[src/hdl/twv_pkg.sv]
`timescale 1ns / 1ps

package twv_pkg;

    localparam int BAR_IN_W = 16;
    localparam int TOTAL_W  = 26;
    localparam logic [TOTAL_W-1:0] TOTAL_MAX = {TOTAL_W{1'b1}};

    typedef struct packed {
        logic wr_en;
        logic rd_en;
    } twv_mem_ctl_t;

endpackage

[src/hdl/twv_ctrl.sv]
`timescale 1ns / 1ps

module twv_ctrl import twv_pkg::*; #(
    parameter int MAX_BARS    = 1024,
    parameter int HEIGHT_BITS = 16
) (
    input  logic                                clk,
    input  logic                                rst_n,
    input  logic                                start,
    output logic                                busy,
    input  logic [BAR_IN_W-1:0]                 bar_height,
    input  logic                                last_bar,
    output logic                                result_valid,
    output logic [TOTAL_W-1:0]                  water_total,
    output logic                                overflow,
    output twv_mem_ctl_t                        mem_ctl,
    output logic [$clog2(MAX_BARS)-1:0]         wr_addr,
    output logic [((HEIGHT_BITS < BAR_IN_W) ? HEIGHT_BITS : BAR_IN_W)-1:0] wr_data,
    output logic [$clog2(MAX_BARS)-1:0]         rd_addr,
    input  logic [((HEIGHT_BITS < BAR_IN_W) ? HEIGHT_BITS : BAR_IN_W)-1:0] rd_data
);

    localparam int ADDR_W = $clog2(MAX_BARS);
    localparam int CNT_W  = $clog2(MAX_BARS + 1);
    localparam int H_W    = (HEIGHT_BITS < BAR_IN_W) ? HEIGHT_BITS : BAR_IN_W;
    localparam logic [CNT_W-1:0] CNT_FULL = CNT_W'(MAX_BARS);

    typedef enum logic [2:0] {
        S_LOAD,
        S_FWD,
        S_FWD_END,
        S_BWD,
        S_BWD_END
    } state_t;

    state_t             state_reg, state_next;
    logic [CNT_W-1:0]   count_reg, count_next;
    logic [CNT_W-1:0]   ptr_reg, ptr_next;
    logic [H_W-1:0]     tall_h_reg, tall_h_next;
    logic [ADDR_W-1:0]  tall_pos_reg, tall_pos_next;
    logic [H_W-1:0]     max_reg, max_next;
    logic [TOTAL_W-1:0] sum_reg, sum_next;
    logic               ovf_reg, ovf_next;
    logic               rd_valid_reg, rd_valid_next;
    logic               res_valid_reg, res_valid_next;
    logic [TOTAL_W-1:0] res_total_reg, res_total_next;
    logic               res_ovf_reg, res_ovf_next;

    logic [H_W-1:0]     h_in;
    logic               accept;
    logic [CNT_W-1:0]   ptr_dec;
    logic [CNT_W-1:0]   bwd_stop;
    logic [H_W-1:0]     diff;
    logic [TOTAL_W:0]   sum_ext;

    assign h_in     = bar_height[H_W-1:0];
    assign accept   = start && (state_reg == S_LOAD);
    assign ptr_dec  = ptr_reg - CNT_W'(1);
    assign bwd_stop = CNT_W'(tall_pos_reg) + CNT_W'(1);
    assign diff     = max_reg - rd_data;
    assign sum_ext  = {1'b0, sum_reg} + {{(TOTAL_W + 1 - H_W){1'b0}}, diff};

    always_comb
    begin
        state_next     = state_reg;
        count_next     = count_reg;
        ptr_next       = ptr_reg;
        tall_h_next    = tall_h_reg;
        tall_pos_next  = tall_pos_reg;
        max_next       = max_reg;
        sum_next       = sum_reg;
        ovf_next       = ovf_reg;
        rd_valid_next  = 1'b0;
        res_valid_next = 1'b0;
        res_total_next = res_total_reg;
        res_ovf_next   = res_ovf_reg;
        mem_ctl        = '{wr_en: 1'b0, rd_en: 1'b0};
        wr_addr        = count_reg[ADDR_W-1:0];
        wr_data        = h_in;
        rd_addr        = ptr_reg[ADDR_W-1:0];

        if (rd_valid_reg)
        begin
            if (max_reg > rd_data)
            begin
                sum_next = sum_ext[TOTAL_W] ? TOTAL_MAX : sum_ext[TOTAL_W-1:0];
            end
            else
            begin
                max_next = rd_data;
            end
        end

        case (state_reg)
            S_LOAD:
            begin
                if (accept)
                begin
                    if (count_reg < CNT_FULL)
                    begin
                        mem_ctl.wr_en = 1'b1;
                        count_next    = count_reg + CNT_W'(1);
                        if (h_in > tall_h_reg)
                        begin
                            tall_h_next   = h_in;
                            tall_pos_next = count_reg[ADDR_W-1:0];
                        end
                    end
                    else
                    begin
                        ovf_next = 1'b1;
                    end
                    if (last_bar)
                    begin
                        state_next = S_FWD;
                        ptr_next   = '0;
                        max_next   = '0;
                    end
                end
            end
            S_FWD:
            begin
                if (ptr_reg < CNT_W'(tall_pos_reg))
                begin
                    mem_ctl.rd_en = 1'b1;
                    rd_valid_next = 1'b1;
                    ptr_next      = ptr_reg + CNT_W'(1);
                end
                else
                begin
                    state_next = S_FWD_END;
                end
            end
            S_FWD_END:
            begin
                max_next   = '0;
                ptr_next   = count_reg;
                state_next = S_BWD;
            end
            S_BWD:
            begin
                rd_addr = ptr_dec[ADDR_W-1:0];
                if (ptr_reg > bwd_stop)
                begin
                    mem_ctl.rd_en = 1'b1;
                    rd_valid_next = 1'b1;
                    ptr_next      = ptr_dec;
                end
                else
                begin
                    state_next = S_BWD_END;
                end
            end
            S_BWD_END:
            begin
                res_valid_next = 1'b1;
                res_total_next = sum_reg;
                res_ovf_next   = ovf_reg;
                count_next     = '0;
                ptr_next       = '0;
                tall_h_next    = '0;
                tall_pos_next  = '0;
                max_next       = '0;
                sum_next       = '0;
                ovf_next       = 1'b0;
                state_next     = S_LOAD;
            end
            default:
            begin
                state_next = S_LOAD;
            end
        endcase
    end

    always_ff @(posedge clk or negedge rst_n)
    begin
        if (!rst_n)
        begin
            state_reg     <= S_LOAD;
            count_reg     <= '0;
            ptr_reg       <= '0;
            tall_h_reg    <= '0;
            tall_pos_reg  <= '0;
            max_reg       <= '0;
            sum_reg       <= '0;
            ovf_reg       <= 1'b0;
            rd_valid_reg  <= 1'b0;
            res_valid_reg <= 1'b0;
            res_total_reg <= '0;
            res_ovf_reg   <= 1'b0;
        end
        else
        begin
            state_reg     <= state_next;
            count_reg     <= count_next;
            ptr_reg       <= ptr_next;
            tall_h_reg    <= tall_h_next;
            tall_pos_reg  <= tall_pos_next;
            max_reg       <= max_next;
            sum_reg       <= sum_next;
            ovf_reg       <= ovf_next;
            rd_valid_reg  <= rd_valid_next;
            res_valid_reg <= res_valid_next;
            res_total_reg <= res_total_next;
            res_ovf_reg   <= res_ovf_next;
        end
    end

    assign busy         = (state_reg != S_LOAD);
    assign result_valid = res_valid_reg;
    assign water_total  = res_total_reg;
    assign overflow     = res_ovf_reg;

endmodule

[config.mk]
export PLATFORM = sky130hd
export DESIGN_NAME = twv_ctrl
export DESIGN_NICKNAME = d
export VERILOG_FILES = /design/src/hdl/twv_pkg.sv /design/src/hdl/twv_ctrl.sv
export SDC_FILE = /design/constraint.sdc
export NUM_CORES = 1
export LEC_CHECK = 0
export ABC_AREA = 0
export BUFFER_PORTS_ARGS = -buffer_cell sky130_fd_sc_hd__buf_2
export CAP_MARGIN = 20
export CORE_ASPECT_RATIO = 1.1
export CORE_MARGIN = 5
export CORE_UTILIZATION = 45
export CTS_BUF_LIST = sky130_fd_sc_hd__clkbuf_16
export DETAILED_ROUTE_END_ITERATION = 8
export SLEW_MARGIN = 20
export SYNTH_ARGS = -nofsm -noshare
export SYNTH_HDL_FRONTEND = slang
export SYNTH_SLANG_ARGS = --single-unit
[constraint.sdc]
create_clock -name clk -period 9 [get_ports clk]
set_input_delay 1.8 -clock clk [delete_from_list [all_inputs] [get_ports clk]]
set_output_delay 1.8 -clock clk [all_outputs]
set_load 0.05 [all_outputs]
==> reports/results.ini, run 1 <==
[worst_setup_path]
crit_buf_inv=2
path_class=input pin to register
cp-start-kind=input pin
cp.required_ns=9.30
critPathCapture=sum_reg[5]
reg2reg_from=max_reg[0]
crit_arrival_ns=5.75
cp_cell_sequence=buf_2, inv_1, ha_1, a21o_1, or3_1, o211ai_1, and4_1, nor2_1, xor2_1, ha_1, a21oi_1, nor3b_1, a21oi_1, a41oi_2, or2_1, nand2_1, o221a_2
cp.depth=17
reg2reg_to=sum_reg[5]
r2r_slack_ns=4.68
startpoint=rd_data[6]
critPathMaxFanout=19
path_delay_family=simple AND/OR/NAND/NOR gates
critPathSlowestCell=or2_1
slowest_delay_ns=0.58
rr_worst_depth=17
critPathCaptureType=register

[sta]
max_freq_mhz=183
relSlewSlack_pct=33.0
drv_slew=0
fin_tns_setup_ns=0
min_period_over_period_pct=60.6
finClkSkew_ns=0.0130
hold_ws_ns=0.465
rsz0062_at_grt=false
min_period_ns=5.45
worstMarginPinSlew_ns=1.00
setup_viol=0
hold_viol_final=0
setup_slack_ns=3.55

[placed_design]
gp_congestion=0.886
dp_hpwl_mm=15.3
dpl_worst_slack_ns=3.14
dp_cells=1299
io_buffers=102

[power_and_ir_drop]
p_leak_nw=4.65
peakVddDrop_mv=0.224
power_density_nw_per_um2=390
finalPower_mw=3.76

[cells_and_area]
multi_input_area_sq_um=4930
area_growth_pct=11.3
nNetsFinal=1185
seq_area_sq_um=3080
layout-drive-gt1-share_pct=14.7
instances_no_fill=1329
fill_cells=1849

[clocking]
cts_htree_levels=4
clk_transition_reported_paths_ns=0.05
cts_resized=0
cts_tree=done
hold_buffers=0
root_buffer=clkbuf_16
insertion_delay_ns=0.43
cts_setup_buffers=0
cts_buffer_depth=2
clock-sinks=123
cts-buffers-inserted=17

[synth]
yosys_most_used_dff=dfrtp_1
synth.area.top_cells=dfrtp_1 36%, ha_1 11%, nand2_1 5.4%, a21oi_1 5.2%, o21ai_0 3.6%
synth_top_area_share_pct=35.6
synthTopCellsByCount=125 x nand2_1, 123 x dfrtp_1, 90 x a21oi_1, 76 x ha_1, 74 x nor2_1
yosys_warnings=0
ys_seq_area_share_pct=35.6
yosysUniqueCellTypes=73
yosysMostFrequentCell=nand2_1
synth_area_per_cell_sq_um=8.52
async_flop_share_pct=100
synth_edf_count=0
syn_nets=1130
synth_seq_cells=123
synth_area_leader_cell=dfrtp_1
synthCells=1016
syn-cell-area_sq_um=8660

[die]
initial_core_util_pct=45.5
die_h_microns=155
ios=103
dieArea_sq_um=22100
core_sq_um=19000
fp-row-count=53
die_w_microns=142

[routing]
wl_mm=21.2
via_per_inst=5.42
antenna_left=0
drc=0
route.vias.total=7205
wl_per_cell_microns=15.9
drtIter0Drc=392
first_pass_iters=5

[global_routing]
grt_pass1_wl_mm=35.3
grt_pass1_vias=6904
grt_max_degree=70
overflow=0
grt_util_all_layers_pct=19.8
antenna_found_initial=0

[flow_run]
drv_cap=0

[status]
status=finished clean

[min_path]
hp-class=register to register

## layout make-up
type / count / area share [%]
Clock buffer: 17 / 4.42
Antenna cell: 1 / 0.0260
Clock inverter: 12 / 0.675
Tap cell: 247 / 3.21
Inverter: 70 / 2.73
Timing Repair Buffer: 109 / 5.87
Multi-Input combinational cell: 750 / 51.1
Sequential cell: 123 / 31.9
## layout by cell type (no fill, tap or decap), drive strengths merged, types with 3 or more instances in the layout
cell / n
a22oi: 4
nand2b: 8
o21a: 9
a211oi: 6
o221a: 3
a21o: 11
nor2b: 13
nand3b: 3
a41oi: 4
a221oi: 4
ha: 76
xnor2: 36
o31ai: 4
clkinv: 6
mux2i: 18
o21bai: 8
nand4: 12
a31oi: 15
o21ai: 70
nand3: 48
clkbuf: 17
xor2: 16
buf: 109
and2: 6
and3: 10
nor2: 74
clkinvlp: 3
o2bb2ai: 6
nor3: 15
o22ai: 4
a21oi: 91
o211ai: 6
a311oi: 5
nand2: 125
dfrtp: 123
inv: 73
and4: 3
or3: 6
## per-stage QoR
step | utilization, % | area, sq um
after floorplan | - | 8660
after global placement | 47.9 | 9130
after detailed placement | 48.0 | 9140
after CTS | 50.6 | 9630
after global routing | 50.6 | 9630
final | 50.6 | 9630
## worst min-delay path by stage
| stage | startpoint | end | slack [ns] | cells past startpoint |
|---|---|---|---|---|
| 3_5_place_dp | water_total[18] | water_total[18] | 0.46 | 2 |
| 5_1_grt | water_total[18] | water_total[18] | 0.48 | 2 |
| 3_3_place_gp | water_total[0] | water_total[0] | 0.45 | 2 |
| 2_1_floorplan | ovf_reg | overflow | 0.44 | 2 |
| 6_report | water_total[19] | water_total[19] | 0.47 | 2 |
| 4_1_cts | water_total[18] | water_total[18] | 0.47 | 2 |
## layer usage
layer / vias up / track usage [%] / part of all wire (%)
met3: 29 / 3.72 / 4.0
met1: 3393 / 27.9 / 48
met5: - / 0 / 0
met2: 129 / 30.4 / 46
li1: 3654 / - / -
met4: 0 / 6.72 / 1.7
## power breakdown
group	switching [mW]	total, mW	internal [mW]
logic	1.42	2.24	0.824
registers	0.210	0.932	0.723
clock network	0.242	0.581	0.339
total	1.87	3.76	1.89
## worst reg2reg max path: cells and delay by family (launching register included)
family	cells	cell delay, ns
flops	1	0.34
simple gates	4	1.10
fa+ha+maj	3	0.93
xor+xnor	1	0.14
compound gates	8	1.64
buf+inv	1	0.04
## kinds of logic (layout without fill, tap and decap cells)
| group | after synthesis | in the layout | share of synthesized area [%] |
|---|---|---|---|
| muxes | 20 | 20 | 2.34 |
| buffers and inverters | 143 | 208 | 7.83 |
| AOI/OAI and AO/OA | 271 | 271 | 20.0 |
| DFF | 123 | 123 | 35.6 |
| adders and majority gates | 78 | 78 | 11.4 |
| other | 0 | 1 | 0 |
| xor gates and xnor gates | 52 | 52 | 5.26 |
| and+or+nand+nor | 329 | 329 | 17.6 |
No activity file was read; power rests on OpenSTA's default activity.
==> run 2, diff against run 1 <==
--- a/config.mk
+++ b/config.mk
@@ -13,6 +13,7 @@
 export CORE_UTILIZATION = 45
 export CTS_BUF_LIST = sky130_fd_sc_hd__clkbuf_16
 export DETAILED_ROUTE_END_ITERATION = 8
+export PLACE_DENSITY = 0.67
 export SLEW_MARGIN = 20
 export SYNTH_ARGS = -nofsm -noshare
 export SYNTH_HDL_FRONTEND = slang
==> constraint.sdc (replaced) <==
create_clock -name clk -period 4.4 [get_ports clk]
set_input_delay 0.88 -clock clk [delete_from_list [all_inputs] [get_ports clk]]
set_output_delay 0.88 -clock clk [all_outputs]
set_load 0.05 [all_outputs]
==> reports/results.ini, run 2 (synthesis gave the netlist of run 1 again) <==
[status]
status=finished clean

[die]
dieArea_sq_um=22100  ; unchanged
ios=103  ; unchanged
core_sq_um=19000  ; unchanged
die_h_microns=155  ; unchanged
die_w_microns=142  ; unchanged
initial_core_util_pct=45.5  ; unchanged
fp-row-count=53  ; unchanged

[clocking]
clk_transition_reported_paths_ns=0.06  ; about the same
cts_setup_buffers=0  ; unchanged
cts-buffers-inserted=17  ; unchanged
cts_buffer_depth=2  ; unchanged
cts_htree_levels=4  ; unchanged
hold_buffers=0  ; unchanged
cts_resized=0  ; unchanged
cts_tree=done
root_buffer=clkbuf_16
insertion_delay_ns=0.42  ; about the same
clock-sinks=123  ; unchanged

[power_and_ir_drop]
peakVddDrop_mv=0.464  ; +110%
p_comb_share_pct=59.6  ; about the same
power_frac_seq_pct=22.5  ; -2.3 points
power_density_nw_per_um2=820  ; +110%
intPower_mw=4.26  ; +130%
p_sw_share_pct=47.9  ; -2.0 points
p_sw_mw=3.91  ; +110%
p_leak_nw=4.83  ; +3.9%
clock_power_share_pct=17.9  ; +2.4 points

[routing]
route.vias.total=7470  ; +3.7%
antenna_left=0  ; unchanged
drtIter0Drc=530  ; +35%
via_per_inst=5.51  ; +1.7%
first_pass_iters=5  ; unchanged
wl_per_cell_microns=15.9  ; -0.13%
drc=0  ; unchanged
wl_mm=21.6  ; +1.8%

[cells_and_area]
antenna_cells=0  ; -1
layout-drive-gt1-share_pct=17.1  ; +2.4 points
area_growth_pct=15.1
final_common_cell=nand2_1
mostFrequentLayoutCells=125 x nand2_1, 123 x dfrtp_1, 101 x buf_2
utilization_pct=52.3  ; +1.7 points
nNetsFinal=1209  ; +2.0%

[worst_setup_path]
cp.required_ns=3.52  ; -5.78 ns
crit_arrival_ns=3.24  ; -2.51 ns
critPathMaxFanout=12  ; -7
critPathCaptureType=primary output
path_class=register to primary output
cp-start-kind=register

[global_routing]
overflow=0  ; unchanged
grt_util_all_layers_pct=20.0  ; +0.28 points
grt_pass1_vias=7298  ; +5.7%
met3_usage_pct=4.37  ; +0.65 points
grt_pass1_wl_mm=36.1  ; +2.4%
antenna_found_initial=0  ; unchanged
top_usage_layer=met2
grt_max_degree=66  ; -5.7%
gr-usage-met1_pct=27.2  ; -0.67 points
gr-usage-met2_pct=32.0  ; +1.6 points

[sta]
rsz0062_at_grt=false
setup_viol=0  ; unchanged
fin_tns_setup_ns=0  ; unchanged
relSlewSlack_pct=35.5  ; +2.5 points
worstMarginPinSlew_ns=0.967  ; -0.0358 ns
drv_slew=0  ; unchanged
max_freq_mhz=243
min_period_over_period_pct=93.7
hold_ws_ns=0.467  ; +0.00116 ns
hold_viol_final=0  ; unchanged
min_period_ns=4.12
finClkSkew_ns=0.00601  ; -0.00699 ns

[min_path]
hp-class=register to register

[placed_design]
gp_congestion=0.861  ; -2.8%
dp_hpwl_mm=15.4  ; +0.91%
io_buffers=102  ; unchanged

[flow_run]
drv_cap=0  ; unchanged

[run 2: worst max-delay path: stages (launching register included)]
cell      delay (ns)
dfrtp_1         0.41
ha_1            0.22
nand2_1         0.07
nor2_1          0.21
nand3_1         0.14
xnor2_1         0.14
ha_1            0.30
a21oi_1         0.17
o21a_1          0.20
nand2b_1        0.08
o31ai_1         0.20
buf_4           0.23
nand2_1         0.18
buf_2           0.27
[run 2: per-layer routing]
layer | wire [microns] | share of wire [%]
met1 | 9990 | 46
met2 | 10000 | 47
met3 | 1130 | 5.2
met4 | 396 | 1.8
met5 | 0 | 0
[run 2: path summary, 6_finish.rpt]
kind | from | cells after the start | slack, ns | endpoint
max | tall_pos_reg[0] | 13 | 0.28 | mem_ctl[0]
max in group asynchronous | rst_n | 2 | 3.04 | water_total[17]
min | water_total[19] | 2 | 0.47 | water_total[19]
min in group asynchronous | rst_n | 1 | 0.55 | tall_h_reg[6]
min reg2reg | water_total[19] | 2 | 0.47 | water_total[19]
max reg2reg | max_reg[0] | 17 | 0.50 | sum_reg[25]
[run 2: through the flow]
stage / setup slack (ns) / std cells / total power [mW] / instance area (sq um)
6_report: 0.277 / 1355 / 8.17 / 9960
4_1_cts: 0.166 / 1355 / 8.16 / 9930
3_5_place_dp: -0.265 / 1323 / 6.65 / 9330
3_3_place_gp: -0.220 / 1323 / 6.55 / 9320
5_1_grt: 0.00521 / 1355 / 8.86 / 9960
2_1_floorplan: 0.214 / 1016 / 5.49 / 8660
[run 2: final cells by class]
cell class                      instances  area [sq um]
Fill cell                            1766          9070
Clock inverter                         15           184
Sequential cell                       123          3080
Timing Repair Buffer                  133           758
Clock buffer                           17           425
Inverter                               70           263
Tap cell                              247           309
Multi-Input combinational cell        750          4940
[run 2: power by group through the flow]
stage                     clock [mW]  combinational [mW]  sequential [mW]
after floorplan                    0                3.57             1.92
after global placement             0                4.71             1.84
after detailed placement           0                4.79             1.85
after CTS                       1.49                4.84             1.83
after global routing            1.55                5.42             1.89
final                           1.46                4.87             1.84
==> run 3, diff against run 2 <==
--- a/config.mk
+++ b/config.mk
@@ -9,11 +9,12 @@
 export BUFFER_PORTS_ARGS = -buffer_cell sky130_fd_sc_hd__buf_2
 export CAP_MARGIN = 20
 export CORE_ASPECT_RATIO = 1.1
-export CORE_MARGIN = 5
+export CORE_MARGIN = 4
 export CORE_UTILIZATION = 45
 export CTS_BUF_LIST = sky130_fd_sc_hd__clkbuf_16
 export DETAILED_ROUTE_END_ITERATION = 8
 export PLACE_DENSITY = 0.67
+export RECOVER_POWER = 50
 export SLEW_MARGIN = 20
 export SYNTH_ARGS = -nofsm -noshare
 export SYNTH_HDL_FRONTEND = slang
==> reports/results.ini, run 3 (synthesis gave the netlist of run 1 again) <==
[status]
status=complete, but fails checks
violations=max-capacitance violations, max-slew violations

[die]
core_sq_um=18700  ; -1.9%
ios=103  ; unchanged
dieArea_sq_um=21500  ; -2.7%
die_h_microns=153  ; -1.3%
die_w_microns=140  ; -1.4%
fp-row-count=52  ; -1.9%
initial_core_util_pct=46.4  ; +0.87 points

[sta]
setup_viol=0  ; unchanged
rsz0062_at_grt=false
worstMarginPinSlew_ns=3.37  ; +2.40 ns
finClkSkew_ns=0.00792  ; +0.00191 ns
drv_slew=58  ; +58
max_freq_mhz=242  ; about the same
min_period_over_period_pct=93.8  ; about the same
fin_tns_setup_ns=0  ; unchanged
relSlewSlack_pct=-124  ; -160 points
hold_viol_final=0  ; unchanged
hold_ws_ns=0.467  ; +0.000172 ns
min_period_ns=4.13  ; +0.00233 ns

[clocking]
cts_buffer_depth=2  ; unchanged
clock-sinks=123  ; unchanged
clk_transition_reported_paths_ns=0.06  ; about the same
cts_tree=done
root_buffer=clkbuf_16
insertion_delay_ns=0.42  ; about the same
cts_setup_buffers=0  ; unchanged
cts_htree_levels=4  ; unchanged
cts-buffers-inserted=17  ; unchanged

[cells_and_area]
instances_no_fill=1356  ; +0.074%
layout-drive-gt1-share_pct=17.3  ; +0.19 points
antenna_cells=0  ; unchanged
final_common_cell=nand2_1
final_cell_area_sq_um=10000  ; +0.83%
nNetsFinal=1215  ; +0.50%
mostFrequentLayoutCells=124 x nand2_1, 123 x dfrtp_1, 93 x buf_2
area_growth_pct=16.0

[power_and_ir_drop]
p_leak_nw=4.83  ; about the same
peakVddDrop_mv=0.505  ; +8.9%
power_density_nw_per_um2=833  ; +1.6%

[global_routing]
grt_pass1_wl_mm=35.7  ; -1.2%
antenna_found_initial=0  ; unchanged
overflow=0  ; unchanged
grt_pass1_vias=7092  ; -2.8%
grt_util_all_layers_pct=20.0  ; -0.074 points
grt_max_degree=67  ; +1.5%

[placed_design]
io_buffers=102  ; unchanged
dp_cells=1325  ; +0.15%
dp_hpwl_mm=15.2  ; -1.5%
gp_congestion=0.892  ; +3.6%
dpl_cell_area_sq_um=9360  ; +0.35%

[routing]
antenna_left=0  ; unchanged
via_per_inst=5.48  ; -0.56%
drtIter0Drc=416  ; -22%
wl_mm=21.2  ; -1.5%
wl_per_cell_microns=15.7  ; -1.6%
route.vias.total=7434  ; -0.48%
drc=0  ; unchanged
first_pass_iters=5  ; unchanged

[worst_setup_path]
crit_arrival_ns=4.46  ; +1.22 ns
critPathMaxFanout=9  ; -3
r2r_slack_ns=0.48  ; -0.02 ns
path_class=input pin to register
cp-start-kind=input pin
cp.required_ns=4.73  ; +1.21 ns
critPathCaptureType=register

[min_path]
hp-class=register to register

[flow_run]
drv_cap=1  ; +1

[run 3: cell types whose count changed in the layout (fill, tap and decap cells not counted), sizes merged]
cell      change
bufinv        +2
clkinvlp      +1
buf           -3
inv           -4
clkbuf        +9
[run 3: layout make-up]
type                            instances  area, sq um
Clock buffer                           17          425
Fill cell                            1718         8630
Clock inverter                         14          245
Sequential cell                       123         3080
Tap cell                              243          304
Multi-Input combinational cell        750         4930
Timing Repair Buffer                  139          793
Inverter                               70          263
[run 3: layer usage]
layer,GRT usage [%],vias up,share of wire (%)
met4,5.54,0,1.3
li1,-,3712,-
met1,28.9,3517,49
met2,30.5,181,45
met3,3.91,24,4.8
met5,0,-,0
[run 3: path summary, 6_finish.rpt]
| check | startpoint | endpoint | cells past startpoint |
|---|---|---|---|
| min | water_total[17] | water_total[17] | 2 |
| min in group asynchronous | rst_n | count_reg[8] | 1 |
| max in group asynchronous | rst_n | max_reg[2] | 1 |
| max reg2reg | max_reg[0] | sum_reg[25] | 17 |
| min reg2reg | water_total[17] | water_total[17] | 2 |
| max | rd_data[0] | sum_reg[25] | 17 |
[run 3: what timing repair did]
item | in CTS | in global routing
hold buffers | 0 | 0
endpoints found under the setup margin | 0 | 12
gates resized for setup | 0 | 7
[run 3: per-stage QoR]
stage               util [%]  total power [mW]  setup WS, ns
global route            53.8              9.06       0.00232
CTS                     53.7              8.36         0.237
floorplan                  -              5.49         0.214
finish                  53.8              8.37         0.274
global placement        50.1              6.64        -0.199
detailed placement      50.1              6.70        -0.185
[run 3: critical path, stage by stage]
cell      delay, ns
buf_2          0.11
ha_1           0.21
fa_1           0.38
nand2b_1       0.18
a211oi_1       0.29
nor3_1         0.12
o21bai_1       0.13
a21oi_1        0.09
xnor2_1        0.13
ha_1           0.35
and3_1         0.17
o211ai_1       0.15
o21ai_1        0.24
a311oi_1       0.13
nor2b_1        0.48
a31oi_1        0.18
a311oi_2       0.24
[run 3: power by group]
part / internal (mW) / total (mW) / switching (mW)
Sequential: 1.48 / 1.89 / 0.409
Combinational: 1.90 / 4.87 / 2.97
Clock: 1.06 / 1.61 / 0.548
Total: 4.44 / 8.37 / 3.93
